**config.mk**
```make
export PLATFORM = sky130hd
export DESIGN_NAME = pose_delta_quaternion_apply_core
export DESIGN_NICKNAME = d
export VERILOG_FILES = /design/src/sv/pdqa_pkg.sv /design/src/sv/pdqa_mac.sv /design/src/sv/pdqa_isqrt.sv /design/src/sv/pdqa_div.sv /design/src/sv/pose_delta_quaternion_apply_core.sv
export SDC_FILE = /design/constraint.sdc
export NUM_CORES = 2
export LEC_CHECK = 0
export BUFFER_PORTS_ARGS = -buffer_cell sky130_fd_sc_hd__buf_2
export CAP_MARGIN = 20
export CORE_ASPECT_RATIO = 1.2
export CORE_MARGIN = 1
export CORE_UTILIZATION = 37
export DETAILED_ROUTE_END_ITERATION = 10
export GPL_ROUTABILITY_DRIVEN = 0
export GPL_TIMING_DRIVEN = 0
export PLACE_DENSITY_LB_ADDON = 0.1
export SYNTH_ARGS = -nofsm -noshare
export SYNTH_HDL_FRONTEND = slang
export SYNTH_MEMORY_MAX_BITS = 65536
export SYNTH_SLANG_ARGS = --single-unit
export TNS_END_PERCENT = 1
```
**constraint.sdc**
```tcl
create_clock -name clock -period 13.81 [get_ports clock]
set_input_delay 2.0715 -clock clock [delete_from_list [all_inputs] [get_ports clock]]
set_output_delay 2.0715 -clock clock [all_outputs]
set_load 0.02 [all_outputs]
```
**src/sv/pdqa_pkg.sv**
```systemverilog
// Shared types, widths, codes and the micro-op program for the pose delta applier.
// No dependencies.
package pdqa_pkg;

   // datapath widths
   localparam int AccW  = 72;   // MAC accumulator, signed
   localparam int OpAW  = 36;   // multiplier operand A, signed
   localparam int OpBW  = 18;   // multiplier operand B, signed
   localparam int ProdW = OpAW + OpBW;
   localparam int MatW  = 35;   // rotation matrix entry, Q4.28
   localparam int RotW  = 43;   // rotated delta, Q16.16
   localparam int PW    = 34;   // quaternion product component, Q4.28
   localparam int NormW = 33;   // squared norm, unsigned
   localparam int NNW   = 66;   // product of the two squared norms
   localparam int RootW = 33;   // length of the product
   localparam int NumW  = 48;   // divider numerator
   localparam int QuoW  = 16;   // divider quotient
   localparam int SumW  = 57;   // translation plus scaled delta
   localparam int StepW = 7;

   localparam int SqrtTopBit = NNW - 2;
   localparam int RotShift   = 28;
   localparam int GainShift  = 16;

   localparam logic [StepW-1:0] LastStep = 7'd75;

   localparam logic signed [15:0] OneQ14 = 16'sd16384;
   localparam logic signed [SumW-1:0] SatMax = SumW'(64'sh7FFF_FFFF);
   localparam logic signed [SumW-1:0] SatMin = -SumW'(64'sh8000_0000);

   // configuration register indexes
   localparam logic CSR_GAIN = 1'b0;
   localparam logic CSR_FLIP = 1'b1;

   // operand A selects
   localparam logic [4:0] A_QX = 5'd0,  A_QY = 5'd1,  A_QZ = 5'd2,  A_QW = 5'd3;
   localparam logic [4:0] A_DX = 5'd4,  A_DY = 5'd5,  A_DZ = 5'd6,  A_DW = 5'd7;
   localparam logic [4:0] A_M0 = 5'd8,  A_M1 = 5'd9,  A_M2 = 5'd10, A_M3 = 5'd11;
   localparam logic [4:0] A_M4 = 5'd12, A_M5 = 5'd13, A_M6 = 5'd14, A_M7 = 5'd15;
   localparam logic [4:0] A_M8 = 5'd16, A_RLO = 5'd17, A_RHI = 5'd18, A_N1 = 5'd19;
   localparam int A_NUM = 20;

   // operand B selects
   localparam logic [4:0] B_QX = 5'd0,  B_QY = 5'd1,  B_QZ = 5'd2,  B_QW = 5'd3;
   localparam logic [4:0] B_DX = 5'd4,  B_DY = 5'd5,  B_DZ = 5'd6,  B_DW = 5'd7;
   localparam logic [4:0] B_VL0 = 5'd8, B_VL1 = 5'd9, B_VL2 = 5'd10;
   localparam logic [4:0] B_VH0 = 5'd11, B_VH1 = 5'd12, B_VH2 = 5'd13;
   localparam logic [4:0] B_GAIN = 5'd14, B_N2L = 5'd15, B_N2H = 5'd16;
   localparam int B_NUM = 17;

   // product shift
   localparam logic [1:0] SH_0 = 2'd0, SH_1 = 2'd1, SH_16 = 2'd2, SH_17 = 2'd3;

   // accumulator start value
   localparam logic [1:0] INIT_ZERO = 2'd0, INIT_RROT = 2'd1, INIT_RGAIN = 2'd2;

   localparam logic ADD = 1'b0;
   localparam logic SUB = 1'b1;

   // store destinations
   localparam logic [2:0] DST_M = 3'd0, DST_ROT = 3'd1, DST_TGT = 3'd2, DST_P = 3'd3;
   localparam logic [2:0] DST_N1 = 3'd4, DST_N2 = 3'd5, DST_NN = 3'd6;

   typedef struct packed {
      logic       mul;
      logic [4:0] a_sel;
      logic [4:0] b_sel;
      logic [1:0] shift;
      logic       neg;
      logic       first;
      logic       last;
      logic [2:0] dst;
      logic [3:0] idx;
      logic [1:0] init;
   } uop_type;

   typedef struct packed {
      logic       mul;
      logic [1:0] shift;
      logic       neg;
      logic       first;
      logic [1:0] init;
   } mac_ctl_type;

   function automatic uop_type u_op(input logic [4:0] a, input logic [4:0] b,
                                    input logic [1:0] sh, input logic ng,
                                    input logic fs, input logic ls,
                                    input logic [2:0] dst, input logic [3:0] idx,
                                    input logic [1:0] ini);
      uop_type u;
      u.mul   = 1'b1;
      u.a_sel = a;
      u.b_sel = b;
      u.shift = sh;
      u.neg   = ng;
      u.first = fs;
      u.last  = ls;
      u.dst   = dst;
      u.idx   = idx;
      u.init  = ini;
      return u;
   endfunction

   function automatic uop_type u_first(input logic [4:0] a, input logic [4:0] b,
                                       input logic [1:0] sh, input logic ng,
                                       input logic [1:0] ini);
      return u_op(a, b, sh, ng, 1'b1, 1'b0, DST_M, 4'd0, ini);
   endfunction

   function automatic uop_type u_mid(input logic [4:0] a, input logic [4:0] b,
                                     input logic [1:0] sh, input logic ng);
      return u_op(a, b, sh, ng, 1'b0, 1'b0, DST_M, 4'd0, INIT_ZERO);
   endfunction

   function automatic uop_type u_last(input logic [4:0] a, input logic [4:0] b,
                                      input logic [1:0] sh, input logic ng,
                                      input logic [2:0] dst, input logic [3:0] idx);
      return u_op(a, b, sh, ng, 1'b0, 1'b1, dst, idx, INIT_ZERO);
   endfunction

   // MAC program. A stored value is readable once it has passed the product and accumulator registers and been stored.
   function automatic uop_type uop_at(input logic [StepW-1:0] s);
      uop_type u;
      u = '0;
      case (s)
         // rotation matrix from the stored quaternion
         7'd0:  u = u_first(A_QW, B_QW, SH_0, ADD, INIT_ZERO);
         7'd1:  u = u_mid  (A_QX, B_QX, SH_0, ADD);
         7'd2:  u = u_mid  (A_QY, B_QY, SH_0, SUB);
         7'd3:  u = u_last (A_QZ, B_QZ, SH_0, SUB, DST_M, 4'd0);
         7'd4:  u = u_first(A_QX, B_QY, SH_1, ADD, INIT_ZERO);
         7'd5:  u = u_last (A_QW, B_QZ, SH_1, SUB, DST_M, 4'd1);
         7'd6:  u = u_first(A_QX, B_QZ, SH_1, ADD, INIT_ZERO);
         7'd7:  u = u_last (A_QW, B_QY, SH_1, ADD, DST_M, 4'd2);
         7'd8:  u = u_first(A_QX, B_QY, SH_1, ADD, INIT_ZERO);
         7'd9:  u = u_last (A_QW, B_QZ, SH_1, ADD, DST_M, 4'd3);
         7'd10: u = u_first(A_QW, B_QW, SH_0, ADD, INIT_ZERO);
         7'd11: u = u_mid  (A_QX, B_QX, SH_0, SUB);
         7'd12: u = u_mid  (A_QY, B_QY, SH_0, ADD);
         7'd13: u = u_last (A_QZ, B_QZ, SH_0, SUB, DST_M, 4'd4);
         7'd14: u = u_first(A_QY, B_QZ, SH_1, ADD, INIT_ZERO);
         7'd15: u = u_last (A_QW, B_QX, SH_1, SUB, DST_M, 4'd5);
         7'd16: u = u_first(A_QX, B_QZ, SH_1, ADD, INIT_ZERO);
         7'd17: u = u_last (A_QW, B_QY, SH_1, SUB, DST_M, 4'd6);
         7'd18: u = u_first(A_QY, B_QZ, SH_1, ADD, INIT_ZERO);
         7'd19: u = u_last (A_QW, B_QX, SH_1, ADD, DST_M, 4'd7);
         7'd20: u = u_first(A_QW, B_QW, SH_0, ADD, INIT_ZERO);
         7'd21: u = u_mid  (A_QX, B_QX, SH_0, SUB);
         7'd22: u = u_mid  (A_QY, B_QY, SH_0, SUB);
         7'd23: u = u_last (A_QZ, B_QZ, SH_0, ADD, DST_M, 4'd8);
         // quaternion product, stored times delta
         7'd24: u = u_first(A_QW, B_DX, SH_0, ADD, INIT_ZERO);
         7'd25: u = u_mid  (A_QX, B_DW, SH_0, ADD);
         7'd26: u = u_mid  (A_QY, B_DZ, SH_0, ADD);
         7'd27: u = u_last (A_QZ, B_DY, SH_0, SUB, DST_P, 4'd0);
         7'd28: u = u_first(A_QW, B_DY, SH_0, ADD, INIT_ZERO);
         7'd29: u = u_mid  (A_QY, B_DW, SH_0, ADD);
         7'd30: u = u_mid  (A_QZ, B_DX, SH_0, ADD);
         7'd31: u = u_last (A_QX, B_DZ, SH_0, SUB, DST_P, 4'd1);
         7'd32: u = u_first(A_QW, B_DZ, SH_0, ADD, INIT_ZERO);
         7'd33: u = u_mid  (A_QZ, B_DW, SH_0, ADD);
         7'd34: u = u_mid  (A_QX, B_DY, SH_0, ADD);
         7'd35: u = u_last (A_QY, B_DX, SH_0, SUB, DST_P, 4'd2);
         7'd36: u = u_first(A_QW, B_DW, SH_0, ADD, INIT_ZERO);
         7'd37: u = u_mid  (A_QX, B_DX, SH_0, SUB);
         7'd38: u = u_mid  (A_QY, B_DY, SH_0, SUB);
         7'd39: u = u_last (A_QZ, B_DZ, SH_0, SUB, DST_P, 4'd3);
         // row 0
         7'd40: u = u_first(A_M0, B_VH0, SH_16, ADD, INIT_RROT);
         7'd41: u = u_mid  (A_M0, B_VL0, SH_0, ADD);
         7'd42: u = u_mid  (A_M1, B_VH1, SH_16, ADD);
         7'd43: u = u_mid  (A_M1, B_VL1, SH_0, ADD);
         7'd44: u = u_mid  (A_M2, B_VH2, SH_16, ADD);
         7'd45: u = u_last (A_M2, B_VL2, SH_0, ADD, DST_ROT, 4'd0);
         // row 1
         7'd46: u = u_first(A_M3, B_VH0, SH_16, ADD, INIT_RROT);
         7'd47: u = u_mid  (A_M3, B_VL0, SH_0, ADD);
         7'd48: u = u_mid  (A_M4, B_VH1, SH_16, ADD);
         7'd49: u = u_mid  (A_M4, B_VL1, SH_0, ADD);
         7'd50: u = u_mid  (A_M5, B_VH2, SH_16, ADD);
         7'd51: u = u_last (A_M5, B_VL2, SH_0, ADD, DST_ROT, 4'd1);
         // gain on row 0, rotated value still holds row 0 here
         7'd52: u = u_first(A_RHI, B_GAIN, SH_17, ADD, INIT_RGAIN);
         7'd53: u = u_last (A_RLO, B_GAIN, SH_0, ADD, DST_TGT, 4'd0);
         // row 2, then gain on row 1
         7'd54: u = u_first(A_M6, B_VH0, SH_16, ADD, INIT_RROT);
         7'd55: u = u_mid  (A_M6, B_VL0, SH_0, ADD);
         7'd56: u = u_mid  (A_M7, B_VH1, SH_16, ADD);
         7'd57: u = u_mid  (A_M7, B_VL1, SH_0, ADD);
         7'd58: u = u_mid  (A_M8, B_VH2, SH_16, ADD);
         7'd59: u = u_last (A_M8, B_VL2, SH_0, ADD, DST_ROT, 4'd2);
         7'd60: u = u_first(A_RHI, B_GAIN, SH_17, ADD, INIT_RGAIN);
         7'd61: u = u_last (A_RLO, B_GAIN, SH_0, ADD, DST_TGT, 4'd1);
         // squared norms, then gain on row 2
         7'd62: u = u_first(A_QX, B_QX, SH_0, ADD, INIT_ZERO);
         7'd63: u = u_mid  (A_QY, B_QY, SH_0, ADD);
         7'd64: u = u_mid  (A_QZ, B_QZ, SH_0, ADD);
         7'd65: u = u_last (A_QW, B_QW, SH_0, ADD, DST_N1, 4'd0);
         7'd66: u = u_first(A_DX, B_DX, SH_0, ADD, INIT_ZERO);
         7'd67: u = u_mid  (A_DY, B_DY, SH_0, ADD);
         7'd68: u = u_mid  (A_DZ, B_DZ, SH_0, ADD);
         7'd69: u = u_last (A_DW, B_DW, SH_0, ADD, DST_N2, 4'd0);
         7'd70: u = u_first(A_RHI, B_GAIN, SH_17, ADD, INIT_RGAIN);
         7'd71: u = u_last (A_RLO, B_GAIN, SH_0, ADD, DST_TGT, 4'd2);
         // n1 * n2, two halves of n2
         7'd72: u = u_first(A_N1, B_N2L, SH_0, ADD, INIT_ZERO);
         7'd73: u = u_last (A_N1, B_N2H, SH_17, ADD, DST_NN, 4'd0);
         default: u = '0;
      endcase
      return u;
   endfunction

endpackage

```
**src/sv/pdqa_mac.sv**
```systemverilog
// Shared multiply-accumulate unit: registered 36x18 signed multiplier feeding
// a 72-bit accumulator with shift, negate and preset. Depends on pdqa_pkg.
module pdqa_mac
   import pdqa_pkg::*;
(
   input  logic                   clock,
   input  logic                   reset,
   input  logic signed [OpAW-1:0] op_a,
   input  logic signed [OpBW-1:0] op_b,
   input  mac_ctl_type            ctl,
   output logic signed [AccW-1:0] acc
);

   logic signed [ProdW-1:0] prod_ff, prod_in;
   mac_ctl_type             ctl_ff;
   logic signed [AccW-1:0]  acc_ff, acc_in;
   logic signed [AccW-1:0]  pext, term, base;

   assign prod_in = op_a * op_b;

   always_comb begin
      pext = AccW'(prod_ff);
      case (ctl_ff.shift)
         SH_0:    term = pext;
         SH_1:    term = pext <<< 1;
         SH_16:   term = pext <<< 16;
         SH_17:   term = pext <<< 17;
         default: term = pext;
      endcase
      if (ctl_ff.neg) begin
         term = -term;
      end
      case (ctl_ff.init)
         INIT_RROT:  base = AccW'(1) <<< (RotShift - 1);
         INIT_RGAIN: base = AccW'(1) <<< (GainShift - 1);
         default:    base = '0;
      endcase
      if (!ctl_ff.first) begin
         base = acc_ff;
      end
      acc_in = ctl_ff.mul ? base + term : acc_ff;
   end

   always_ff @(posedge clock) begin
      if (reset) begin
         ctl_ff <= '0;
      end else begin
         ctl_ff <= ctl;
      end
      prod_ff <= prod_in;
      acc_ff  <= acc_in;
   end

   assign acc = acc_ff;

endmodule

```
**src/sv/pdqa_isqrt.sv**
```systemverilog
// Iterative integer square root, one result bit per cycle.
// Depends on pdqa_pkg.
module pdqa_isqrt
   import pdqa_pkg::*;
(
   input  logic             clock,
   input  logic             reset,
   input  logic             start,
   input  logic [NNW-1:0]   radicand,
   output logic             done,
   output logic [RootW-1:0] root
);

   logic [NNW-1:0] rem_ff, rem_in, r_ff, r_in, bit_ff, bit_in, trial;
   logic [5:0]     cnt_ff, cnt_in;
   logic           busy_ff, busy_in, done_ff, done_in;

   always_comb begin
      trial   = r_ff + bit_ff;
      rem_in  = rem_ff;
      r_in    = r_ff;
      bit_in  = bit_ff;
      cnt_in  = cnt_ff;
      busy_in = busy_ff;
      done_in = 1'b0;
      if (start) begin
         rem_in  = radicand;
         r_in    = '0;
         bit_in  = NNW'(1) << SqrtTopBit;
         cnt_in  = '0;
         busy_in = 1'b1;
      end else if (busy_ff) begin
         if (rem_ff >= trial) begin
            rem_in = rem_ff - trial;
            r_in   = (r_ff >> 1) + bit_ff;
         end else begin
            r_in = r_ff >> 1;
         end
         bit_in = bit_ff >> 2;
         cnt_in = cnt_ff + 6'd1;
         if (cnt_ff == 6'(RootW - 1)) begin
            busy_in = 1'b0;
            done_in = 1'b1;
         end
      end
   end

   always_ff @(posedge clock) begin
      if (reset) begin
         busy_ff <= 1'b0;
         done_ff <= 1'b0;
      end else begin
         busy_ff <= busy_in;
         done_ff <= done_in;
      end
      rem_ff <= rem_in;
      r_ff   <= r_in;
      bit_ff <= bit_in;
      cnt_ff <= cnt_in;
   end

   assign done = done_ff;
   assign root = r_ff[RootW-1:0];

endmodule

```
**src/sv/pdqa_div.sv**
```systemverilog
// Restoring divider, one quotient bit per cycle; quotient must
// stay below 2^16. Depends on pdqa_pkg.
module pdqa_div
   import pdqa_pkg::*;
(
   input  logic             clock,
   input  logic             reset,
   input  logic             start,
   input  logic [NumW-1:0]  num,
   input  logic [RootW-1:0] den,
   output logic             done,
   output logic [QuoW-1:0]  quo
);

   logic [NumW-1:0] rem_ff, rem_in, d_ff, d_in;
   logic [QuoW-1:0] q_ff, q_in;
   logic [3:0]      cnt_ff, cnt_in;
   logic            busy_ff, busy_in, done_ff, done_in;

   always_comb begin
      rem_in  = rem_ff;
      d_in    = d_ff;
      q_in    = q_ff;
      cnt_in  = cnt_ff;
      busy_in = busy_ff;
      done_in = 1'b0;
      if (start) begin
         rem_in  = num;
         d_in    = NumW'(den) << (QuoW - 1);
         q_in    = '0;
         cnt_in  = '0;
         busy_in = 1'b1;
      end else if (busy_ff) begin
         if (rem_ff >= d_ff) begin
            rem_in = rem_ff - d_ff;
            q_in   = {q_ff[QuoW-2:0], 1'b1};
         end else begin
            q_in = {q_ff[QuoW-2:0], 1'b0};
         end
         d_in   = d_ff >> 1;
         cnt_in = cnt_ff + 4'd1;
         if (cnt_ff == 4'(QuoW - 1)) begin
            busy_in = 1'b0;
            done_in = 1'b1;
         end
      end
   end

   always_ff @(posedge clock) begin
      if (reset) begin
         busy_ff <= 1'b0;
         done_ff <= 1'b0;
      end else begin
         busy_ff <= busy_in;
         done_ff <= done_in;
      end
      rem_ff <= rem_in;
      d_ff   <= d_in;
      q_ff   <= q_in;
      cnt_ff <= cnt_in;
   end

   assign done = done_ff;
   assign quo  = q_ff;

endmodule

```
**src/sv/pose_delta_quaternion_apply_core.sv**
```systemverilog
// Pose delta applier top level: sequencer, pose state and output register.
// Depends on pdqa_pkg, pdqa_mac, pdqa_isqrt, pdqa_div.
//
//   channel  dir  handshake            contents
//   req_     in   req_valid/req_ready  op, delta or pose position and quaternion
//   rsp_     out  rsp_valid/rsp_ready  target position, unit quaternion, invalid
//   csr_     in   csr_we               delta_gain (index 0), flip_y (index 1)
//
// Load item (op 0): captured into the pose state on transfer. Apply item (op 1):
// 76 MAC steps on the shared multiplier, then a square root and four divides; when
// either quaternion is zero the root and divides are skipped. req_ready is high
// only when the sequencer is idle. A result waits in the output register; the
// next transfer is taken once the previous result has been handed on. Synchronous
// reset restores the identity pose, gain 0.5 and flip_y set.
module pose_delta_quaternion_apply_core
   import pdqa_pkg::*;
(
   input  logic               clock,
   input  logic               reset,
   input  logic               req_valid,
   output logic               req_ready,
   input  logic               req_op,
   input  logic signed [31:0] req_in_pos_x,
   input  logic signed [31:0] req_in_pos_y,
   input  logic signed [31:0] req_in_pos_z,
   input  logic signed [15:0] req_in_rot_x,
   input  logic signed [15:0] req_in_rot_y,
   input  logic signed [15:0] req_in_rot_z,
   input  logic signed [15:0] req_in_rot_w,
   output logic               rsp_valid,
   input  logic               rsp_ready,
   output logic signed [31:0] rsp_target_x,
   output logic signed [31:0] rsp_target_y,
   output logic signed [31:0] rsp_target_z,
   output logic signed [15:0] rsp_target_qx,
   output logic signed [15:0] rsp_target_qy,
   output logic signed [15:0] rsp_target_qz,
   output logic signed [15:0] rsp_target_qw,
   output logic               rsp_rotation_invalid,
   input  logic               csr_we,
   input  logic               csr_index,
   input  logic [16:0]        csr_wdata
);

   typedef enum logic [2:0] {S_IDLE, S_MAC, S_ROOT, S_DIV, S_OUT} state_type;

   state_type              state_ff;
   logic [StepW-1:0]       step_ff;
   logic [1:0]             comp_ff;
   logic                   sq_start_ff, dv_start_ff;
   logic                   sq_start_in, dv_start_in;
   logic [16:0]            gain_ff;
   logic                   flip_ff;

   logic signed [31:0]     pt_ff [3];
   logic signed [15:0]     qs_ff [4];
   logic signed [15:0]     qd_ff [4];
   logic signed [32:0]     v_ff [3];
   logic signed [MatW-1:0] m_ff [9];
   logic signed [RotW-1:0] rot_ff;
   logic signed [31:0]     tgt_ff [3];
   logic signed [PW-1:0]   p_ff [4];
   logic [NormW-1:0]       n1_ff, n2_ff;
   logic [NNW-1:0]         nn_ff;
   logic signed [15:0]     qo_ff [4];
   logic                   inv_ff;

   logic                   l1_ff, st_ff;
   logic [2:0]             d1_ff, sd_ff;
   logic [3:0]             i1_ff, si_ff;

   logic                   rsp_valid_ff;
   logic signed [31:0]     rsp_x_ff, rsp_y_ff, rsp_z_ff;
   logic signed [15:0]     rsp_qx_ff, rsp_qy_ff, rsp_qz_ff, rsp_qw_ff;
   logic                   rsp_inv_ff;
   logic                   rsp_load;

   uop_type                u;
   logic signed [OpAW-1:0] a_opt [A_NUM];
   logic signed [OpBW-1:0] b_opt [B_NUM];
   logic signed [OpAW-1:0] op_a;
   logic signed [OpBW-1:0] op_b;
   mac_ctl_type            mac_ctl;
   logic signed [AccW-1:0] acc;
   logic signed [SumW-1:0] tsum;
   logic signed [31:0]     tsat;
   logic signed [32:0]     yext;
   logic signed [PW-1:0]   psel;
   logic [NormW-1:0]       pabs;
   logic [NumW-1:0]        dv_num;
   logic [RootW-1:0]       root;
   logic [QuoW-1:0]        dv_quo;
   logic                   sq_done, dv_done, invalid_now, req_xfer;

   assign req_ready = (state_ff == S_IDLE);
   assign req_xfer  = req_valid && req_ready;
   assign yext      = 33'(req_in_pos_y);
   assign rsp_load  = (state_ff == S_OUT) && (!rsp_valid_ff || rsp_ready);

   always_comb begin
      u = uop_at(step_ff);
      for (int k = 0; k < 4; k++) begin
         a_opt[A_QX + k] = OpAW'(qs_ff[k]);
         a_opt[A_DX + k] = OpAW'(qd_ff[k]);
         b_opt[B_QX + k] = OpBW'(qs_ff[k]);
         b_opt[B_DX + k] = OpBW'(qd_ff[k]);
      end
      for (int k = 0; k < 9; k++) begin
         a_opt[A_M0 + k] = OpAW'(m_ff[k]);
      end
      a_opt[A_RLO] = OpAW'(rot_ff[16:0]);
      a_opt[A_RHI] = OpAW'($signed(rot_ff[RotW-1:17]));
      a_opt[A_N1]  = OpAW'(n1_ff);
      for (int k = 0; k < 3; k++) begin
         b_opt[B_VL0 + k] = OpBW'(v_ff[k][15:0]);
         b_opt[B_VH0 + k] = OpBW'($signed(v_ff[k][32:16]));
      end
      b_opt[B_GAIN] = OpBW'(gain_ff);
      b_opt[B_N2L]  = OpBW'(n2_ff[16:0]);
      b_opt[B_N2H]  = OpBW'(n2_ff[NormW-1:17]);
      op_a = (u.a_sel < 5'(A_NUM)) ? a_opt[u.a_sel] : '0;
      op_b = (u.b_sel < 5'(B_NUM)) ? b_opt[u.b_sel] : '0;

      mac_ctl.mul   = (state_ff == S_MAC) && u.mul;
      mac_ctl.shift = u.shift;
      mac_ctl.neg   = u.neg;
      mac_ctl.first = u.first;
      mac_ctl.init  = u.init;

      // target = pose + round(rot * gain), saturated
      tsum = SumW'($signed(acc[AccW-1:GainShift])) + SumW'(pt_ff[si_ff[1:0]]);
      if (tsum > SatMax) begin
         tsat = 32'sh7FFF_FFFF;
      end else if (tsum < SatMin) begin
         tsat = 32'sh8000_0000;
      end else begin
         tsat = tsum[31:0];
      end

      invalid_now = (n1_ff == '0) || (n2_ff == '0);
      psel   = p_ff[comp_ff];
      pabs   = psel[PW-1] ? NormW'(-psel) : NormW'(psel);
      dv_num = NumW'({pabs, 14'b0}) + NumW'(root[RootW-1:1]);

      sq_start_in = (state_ff == S_MAC) && (step_ff == LastStep) && !invalid_now;
      dv_start_in = ((state_ff == S_ROOT) && sq_done) ||
                    ((state_ff == S_DIV) && dv_done && (comp_ff != 2'd3));
   end

   pdqa_mac u_mac (
      .clock (clock),
      .reset (reset),
      .op_a  (op_a),
      .op_b  (op_b),
      .ctl   (mac_ctl),
      .acc   (acc)
   );

   pdqa_isqrt u_isqrt (
      .clock    (clock),
      .reset    (reset),
      .start    (sq_start_ff),
      .radicand (nn_ff),
      .done     (sq_done),
      .root     (root)
   );

   pdqa_div u_div (
      .clock (clock),
      .reset (reset),
      .start (dv_start_ff),
      .num   (dv_num),
      .den   (root),
      .done  (dv_done),
      .quo   (dv_quo)
   );

   // sequencer and output register
   always_ff @(posedge clock) begin
      if (reset) begin
         state_ff     <= S_IDLE;
         step_ff      <= '0;
         comp_ff      <= '0;
         sq_start_ff  <= 1'b0;
         dv_start_ff  <= 1'b0;
         rsp_valid_ff <= 1'b0;
      end else begin
         sq_start_ff  <= sq_start_in;
         dv_start_ff  <= dv_start_in;
         rsp_valid_ff <= rsp_load || (rsp_valid_ff && !rsp_ready);
         case (state_ff)
            S_IDLE: begin
               if (req_xfer && req_op) begin
                  step_ff  <= '0;
                  state_ff <= S_MAC;
               end
            end
            S_MAC: begin
               step_ff <= step_ff + 7'd1;
               if (step_ff == LastStep) begin
                  inv_ff <= invalid_now;
                  if (invalid_now) begin
                     for (int k = 0; k < 4; k++) begin
                        qo_ff[k] <= '0;
                     end
                     state_ff <= S_OUT;
                  end else begin
                     state_ff <= S_ROOT;
                  end
               end
            end
            S_ROOT: begin
               if (sq_done) begin
                  comp_ff  <= '0;
                  state_ff <= S_DIV;
               end
            end
            S_DIV: begin
               if (dv_done) begin
                  qo_ff[comp_ff] <= psel[PW-1] ? -dv_quo : dv_quo;
                  if (comp_ff == 2'd3) begin
                     state_ff <= S_OUT;
                  end else begin
                     comp_ff <= comp_ff + 2'd1;
                  end
               end
            end
            S_OUT: begin
               if (rsp_load) begin
                  rsp_x_ff     <= tgt_ff[0];
                  rsp_y_ff     <= tgt_ff[1];
                  rsp_z_ff     <= tgt_ff[2];
                  rsp_qx_ff    <= qo_ff[0];
                  rsp_qy_ff    <= qo_ff[1];
                  rsp_qz_ff    <= qo_ff[2];
                  rsp_qw_ff    <= qo_ff[3];
                  rsp_inv_ff   <= inv_ff;
                  state_ff     <= S_IDLE;
               end
            end
            default: state_ff <= S_IDLE;
         endcase
      end
   end

   // pose state, configuration, item capture and MAC result stores
   always_ff @(posedge clock) begin
      if (reset) begin
         gain_ff <= 17'd32768;
         flip_ff <= 1'b1;
         for (int k = 0; k < 3; k++) begin
            pt_ff[k] <= '0;
         end
         for (int k = 0; k < 3; k++) begin
            qs_ff[k] <= '0;
         end
         qs_ff[3] <= OneQ14;
         l1_ff    <= 1'b0;
         st_ff    <= 1'b0;
      end else begin
         if (csr_we) begin
            case (csr_index)
               CSR_GAIN: gain_ff <= csr_wdata;
               CSR_FLIP: flip_ff <= csr_wdata[0];
               default:  gain_ff <= gain_ff;
            endcase
         end
         if (req_xfer && !req_op) begin
            pt_ff[0] <= req_in_pos_x;
            pt_ff[1] <= req_in_pos_y;
            pt_ff[2] <= req_in_pos_z;
            qs_ff[0] <= req_in_rot_x;
            qs_ff[1] <= req_in_rot_y;
            qs_ff[2] <= req_in_rot_z;
            qs_ff[3] <= req_in_rot_w;
         end
         l1_ff <= mac_ctl.mul && u.last;
         st_ff <= l1_ff;
      end
      d1_ff <= u.dst;
      i1_ff <= u.idx;
      sd_ff <= d1_ff;
      si_ff <= i1_ff;
      if (req_xfer && req_op) begin
         v_ff[0]  <= 33'(req_in_pos_x);
         v_ff[1]  <= flip_ff ? -yext : yext;
         v_ff[2]  <= 33'(req_in_pos_z);
         qd_ff[0] <= req_in_rot_x;
         qd_ff[1] <= req_in_rot_y;
         qd_ff[2] <= req_in_rot_z;
         qd_ff[3] <= req_in_rot_w;
      end
      if (st_ff) begin
         case (sd_ff)
            DST_M:   m_ff[si_ff]        <= acc[MatW-1:0];
            DST_ROT: rot_ff             <= acc[RotW+RotShift-1:RotShift];
            DST_TGT: tgt_ff[si_ff[1:0]] <= tsat;
            DST_P:   p_ff[si_ff[1:0]]   <= acc[PW-1:0];
            DST_N1:  n1_ff              <= acc[NormW-1:0];
            DST_N2:  n2_ff              <= acc[NormW-1:0];
            DST_NN:  nn_ff              <= acc[NNW-1:0];
            default: nn_ff              <= nn_ff;
         endcase
      end
   end

   assign rsp_valid            = rsp_valid_ff;
   assign rsp_target_x         = rsp_x_ff;
   assign rsp_target_y         = rsp_y_ff;
   assign rsp_target_z         = rsp_z_ff;
   assign rsp_target_qx        = rsp_qx_ff;
   assign rsp_target_qy        = rsp_qy_ff;
   assign rsp_target_qz        = rsp_qz_ff;
   assign rsp_target_qw        = rsp_qw_ff;
   assign rsp_rotation_invalid = rsp_inv_ff;

endmodule
```
# Word level (Yosys, flattened, before mapping)
# Memories as Yosys holds them, arrays and structs flattened. A register that Yosys moved wholly into a read port is not among the register bits.
# Cells that the tools add are included.
[word_totals] regBits=650 mem_bits_rw=934 mem_bits_ro=3200 input_bits=184 out_inout_bits=163 word_cells=248 memories=9
[memory_table] memory="(name not given)" depth=128 word_bits=25 rd=1 rd_clocked_by_memory_dff=1 wr=0 line="pdqa_pkg.sv:125" source="case (s)"
[memory_table] memory="m_ff" depth=9 word_bits=35 rd=9 rd_clocked_by_memory_dff=0 wr=1 line="pose_delta_quaternion_apply_core.sv:59" source="logic signed [MatW-1:0] m_ff [9];"
[memory_table] memory="p_ff" depth=4 word_bits=34 rd=1 rd_clocked_by_memory_dff=1 wr=1 line="pose_delta_quaternion_apply_core.sv:62" source="logic signed [PW-1:0] p_ff [4];"
[memory_table] memory="v_ff" depth=3 word_bits=33 rd=3 rd_clocked_by_memory_dff=0 wr=3 line="pose_delta_quaternion_apply_core.sv:58" source="logic signed [32:0] v_ff [3];"
[memory_table] memory="pt_ff" depth=3 word_bits=32 rd=1 rd_clocked_by_memory_dff=1 wr=3 line="pose_delta_quaternion_apply_core.sv:55" source="logic signed [31:0] pt_ff [3];"
[memory_table] memory="tgt_ff" depth=3 word_bits=32 rd=3 rd_clocked_by_memory_dff=3 wr=1 line="pose_delta_quaternion_apply_core.sv:61" source="logic signed [31:0] tgt_ff [3];"
[memory_table] memory="3 more memories"
[op_classes] addsub=15 n_mul=1 order_cmp=8 n_eq_ne=27 n_mux=88 bitwise_logic=13 n_reduce_logical=47
[op_table] operator="$pmux 72 s4" count=1
[op_table] operator="$mux 66" count=4
[op_table] operator="$mux 48" count=5
[op_table] operator="$bmux 36 s5" count=1
[op_table] operator="$mux 32" count=5
[op_table] operator="$mux 72" count=2
[op_table] operator="$mux 36" count=3
[op_table] operator="$mux 16" count=6
[op_table] operator="$bmux 18 s5" count=1
[op_table] operator="$add 72x72->72" count=1
[op_table] operator="$neg 72->72" count=1
[op_table] operator="$add 65x65->66" count=1
[op_table] operator="$add 66x65->66" count=1
[op_table] operator="$ge 66x66->1" count=1
[op_table] operator="$logic_not 33->1" count=2
[op_table] operator="$mux 33" count=2
[op_table] operator="$sub 66x66->66" count=1
[op_table] operator="$add 56x32->57" count=1
[op_table] operator="$gt 57x32->1 const B" count=1
[op_table] operator="$lt 57x32->1 const B" count=1
[op_table] operator="$pmux 28 s2" count=1
[op_table] operator="$mul 36x18->54" count=1
[op_table] operator="$mux 18" count=3
[op_table] operator="$add 47x32->48" count=1
[op_table] operator="43 further kinds" count=152

# Depth between registers and ports, before layout
[logic_depth] ltp_word=8 depth_mapped=37 ltp_nobuf=33

# By module
# Synthesis repeated with hierarchy kept, for this count alone.
[hier_totals] hier_cells=10407 hier_area_um2=115208.0
[by_module_without_submodules] mod="pose_delta_quaternion_apply_core" instances=1 cells_each=3776 area_per_inst_um2=58280.9
[by_module_without_submodules] mod="pdqa_mac" instances=1 cells_each=3709 area_per_inst_um2=32944.1
[by_module_without_submodules] mod="pdqa_isqrt" instances=1 cells_each=2066 area_per_inst_um2=16353.2
[by_module_without_submodules] mod="pdqa_div" instances=1 cells_each=856 area_per_inst_um2=7629.8

# Worst setup path before layout
# No wires, ideal clock.
[synth_path] path_type="input -> register" startpoint="input req_valid" endpoint="memory pt_ff[0][0] (enable)" arrival_time_ns=13.366 setup_slack_ns=-0.457 stages=2 path_buffers=0 path_cell_list="nand2_1 > o21ai_0"
[synth_lines] element="start: declaration" line="pose_delta_quaternion_apply_core.sv:20" source="input logic req_valid,"
[synth_lines] element="end: declaration" line="pose_delta_quaternion_apply_core.sv:55"

# Final worst setup path
[layout_path] startpoint="register, netlist name u[15]" endpoint="register u_mac.prod_ff[52]"
[layout_between] elab_chain_len=6
[layout_lines] element="$not 5->6 (implied by the code)" line="pose_delta_quaternion_apply_core.sv:122" source="op_b = (u.b_sel < 5'(B_NUM)) ? b_opt[u.b_sel] : '0;"
[layout_lines] element="$bmux 18 s5" line="pose_delta_quaternion_apply_core.sv:122"
[layout_lines] element="$mux 18 (implied by the code) (2 in a row)" line="pose_delta_quaternion_apply_core.sv:122"
[layout_lines] element="$mux 18 *" line="pose_delta_quaternion_apply_core.sv:122"
[layout_lines] element="$mul 36x18->54 *" line="pdqa_mac.sv:19" source="assign prod_in = op_a * op_b;"
[layout_lines] element="via u_mac.prod_in[52]" line="pdqa_mac.sv:14" source="logic signed [ProdW-1:0] prod_ff, prod_in;"
[layout_lines] element="end signal: assignment" line="pdqa_mac.sv:50" source="prod_ff <= prod_in;"
[layout_lines] element="end: declaration" line="pdqa_mac.sv:14"
# Mark *: on every way through the listed nets, which the timed path passes. The rest lies on a longest branch. The select of a mux whose other input is x is not followed.
# A chain may end at the register's enable or synchronous reset.

==> run_results.csv <==
group,metric,value,unit
clock_network,root_buffer,"clkbuf_16",
sta,max-slew-margin-rel,22.2,%
job,cap_violations,0,
setup_path,ff2ff_path_depth,33,
synthesis,yosys.cell_types.count,100,
sta,setup_viol,0,
detailed_routing,drtIter0Drc,7401,
clock_network,cts_tree,"built",
setup_path,crit_fanout,10,
grt,grt_pass1_vias,83200,
setup_path,r2r-end,"u_mac.prod_ff[52]",
final_layout,final_cell_area,128000,um^2
floorplan,die_w,504,um
setup_path,arrival,14.20,ns
final_layout,most-common-layout-cells,"edfxtp_1, nand2_1, inv_1, nor2_1, fa_1",
setup_path,reg2reg_from,"u[15]",
sta,slew_viol_final,0,
clock_network,clkTransAtPathRegs,0.06,ns
synthesis,synth_area_leader_cell,"edfxtp_1",
setup_path,cp_common_cell,"fa_1",
grt,antenna_found_initial,48,
place,dp_hpwl,316000,um
grt,grt_usage,25.7,%
setup_path,critPathSlowestCell,"clkbuf_1",
synthesis,synth-edff-count,1488,
sta,fin_crit,13.54,ns
synthesis,synth.net_count,11400,
synthesis,syn_inst,10100,
final_layout,syn2layout_area_growth,14.4,%
synthesis,ys_ff_latch,1769,
detailed_routing,ant_nets,0,
synthesis,synth-warning-count,0,
setup_path,crit_end,"u_mac.prod_ff[52]",
detailed_routing,remaining_drc_errors,0,
detailed_routing,via_count,82300,
detailed_routing,via_per_inst,5.50,
synthesis,synth.yosys.seq_area_share,44.9,%
grt,grt_pass1_wl,573000,um
synthesis,synth_top_area_share,39.9,%
detailed_routing,first_pass_iters,8,
setup_path,slowest_delay,0.86,ns
final_layout,final_net_count,12000,
clock_network,cts_buffer_depth,4,
sta,fmax,0.0738,GHz
floorplan,core_area,302000,um^2
hold_path,hp-class,"register to register",
clock_network,cts_hold_buf,0,
clock_network,clock_latency,0.94,ns
clock_network,clock_sinks,1769,
sta,setup-tns-final,0,ns
detailed_routing,wl_per_cell,26.5,um
sta,holdWs,0.326,ns
sta,worst_pin_slew,1.17,ns
grt,grt_max_degree,128,
setup_path,start_kind,"register",
setup_path,startpoint,"u[15]",
clock_network,htree_levels,4,
final_layout,drive_gt1_share,11.2,%
grt,grt_overflow,0,
synthesis,synth_area,112000,um^2
sta,skew,0.158,ns
synthesis,synth_ff_type,"edfxtp_1",
final_layout,stdcell_count,15000,
floorplan,row_count,221,
place,place_inst,14600,
final_layout,fillers,28700,
floorplan,die_area,305000,um^2
floorplan,die_y,605,um
floorplan,initial_utilization,37.2,%
sta,rsz0062_at_grt,"yes",
detailed_routing,wl,398000,um
setup_path,cp-end-kind,"register",
setup_path,r2r_slack,0.27,ns
clock_network,numCtsBuffers,199,
outcome,status,"completed",
place,port_buffers,346,
synthesis,avgSynthCellArea,11.1,um^2
final_layout,layout_commonest_cell,"edfxtp_1",
sta,hold_viol_final,0,
setup_path,crit_type,"register to register",
place,dpl_cell_area,121000,um^2
setup_path,crit_required,14.47,ns
synthesis,yosys-top-cells-area,"edfxtp_1, fa_1, ha_1",
sta,period_share,98.1,%
floorplan,ios,347,
synthesis,synthArstFlopShare,0,%
state kept, by name, indices dropped and copies added (netlist names), 43 cells and up, named ones only:
register / count
nn_ff: 66
u_isqrt.r_ff: 66
m_ff: 315
u_mac.prod_ff: 54
rot_ff: 43
u_div.d_ff: 48
qs_ff: 64
u_div.rem_ff: 48
tgt_ff: 96
pt_ff: 96
qo_ff: 64
u_mac.acc: 72
v_ff: 97
p_ff: 136
qd_ff: 64
u_isqrt.rem_ff: 66
cell usage after synthesis, types with 99 or more instances:
library cell / instances
xor2_1: 223
nor2_1: 816
o21ai_0: 499
nor2b_1: 225
and2_1: 198
a21oi_1: 499
mux2i_1: 194
ha_1: 471
fa_1: 612
edfxtp_1: 1488
a21o_1: 221
dfxtp_1: 281
mux4_2: 227
inv_1: 869
nand2b_1: 108
clkbuf_1: 393
nand3_1: 126
a211oi_1: 99
nand2_1: 952
a31oi_1: 109
xnor2_1: 298
nor3_1: 100
cell type report:
type / count / area [um^2] / area share [%]
inverter: 876 / 3300 / 2.57
tap: 4014 / 5020 / 3.92
sequential: 1769 / 50300 / 39.2
clock buffer: 245 / 5260 / 4.10
multi-input combinational: 6950 / 56800 / 44.3
buffer: 493 / 1980 / 1.54
timing repair buffer: 476 / 3970 / 3.10
antenna: 37 / 92.6 / 0.0722
clock inverter: 116 / 1540 / 1.20
layer usage:
layer,global-route usage [%],up-vias,part of all wire (%),routed length (um)
li1,-,37100,-,-
met1,30.7,41500,39,155000
met4,13.8,8,6.1,24100
met5,0,-,0.016,62
met3,3.00,822,5.4,21500
met2,45.1,2920,50,197000
worst max-delay path, delay by kind of cell (launching register included):
kind | cells | cell delay [ns]
buffers and inverters | 9 | 3.69
adder cells (fa/ha/maj) | 7 | 3.67
AO/OA/AOI/OAI | 11 | 3.49
AND/OR/NAND/NOR | 3 | 0.78
flip-flops | 1 | 0.70
multiplexers | 2 | 0.59
XOR/XNOR | 1 | 0.32
worst min path at each step:
| stage | to | from | slack, ns | cells after the start |
|---|---|---|---|---|
| after global placement | sd_ff[2] | d1_ff[2] | 0.31 | 0 |
| after global routing | sd_ff[0] | d1_ff[0] | 0.33 | 0 |
| after floorplan | d1_ff[0] | u[6] | 0.31 | 0 |
| final | sd_ff[2] | d1_ff[2] | 0.33 | 0 |
| after detailed placement | si_ff[2] | i1_ff[2] | 0.31 | 0 |
| after CTS | d1_ff[2] | u[8] | 0.33 | 0 |
kinds of logic after synthesis:
kind of cell               count (synthesis)  share of synthesized area [%]
xor gates and xnor gates                 521                           4.07
adders and majority gates               1083                           16.2
buffers and inverters                   1369                           4.69
AOI/OAI and AO/OA                       1984                           11.2
DFF                                     1769                           44.9
muxes                                    472                           6.82
and+or+nand+nor                         2890                           12.1
per-stage QoR:
stage / utilization (%) / worst slack [ns]
CTS: 42.4 / 0.251
finish: 42.5 / 0.267
detailed placement: 40.2 / 0.293
global route: 42.5 / -0.0452
global placement: 39.4 / -1.50
floorplan: - / 3.87
timing repair:
item                                    CTS  global route
buffers inserted                          0             0
gates resized for setup                   0             1
endpoints found under the setup margin    0             2
Power is not shown: default switching activity piles up to over one toggle a cycle in this logic, so the estimate is an artifact.
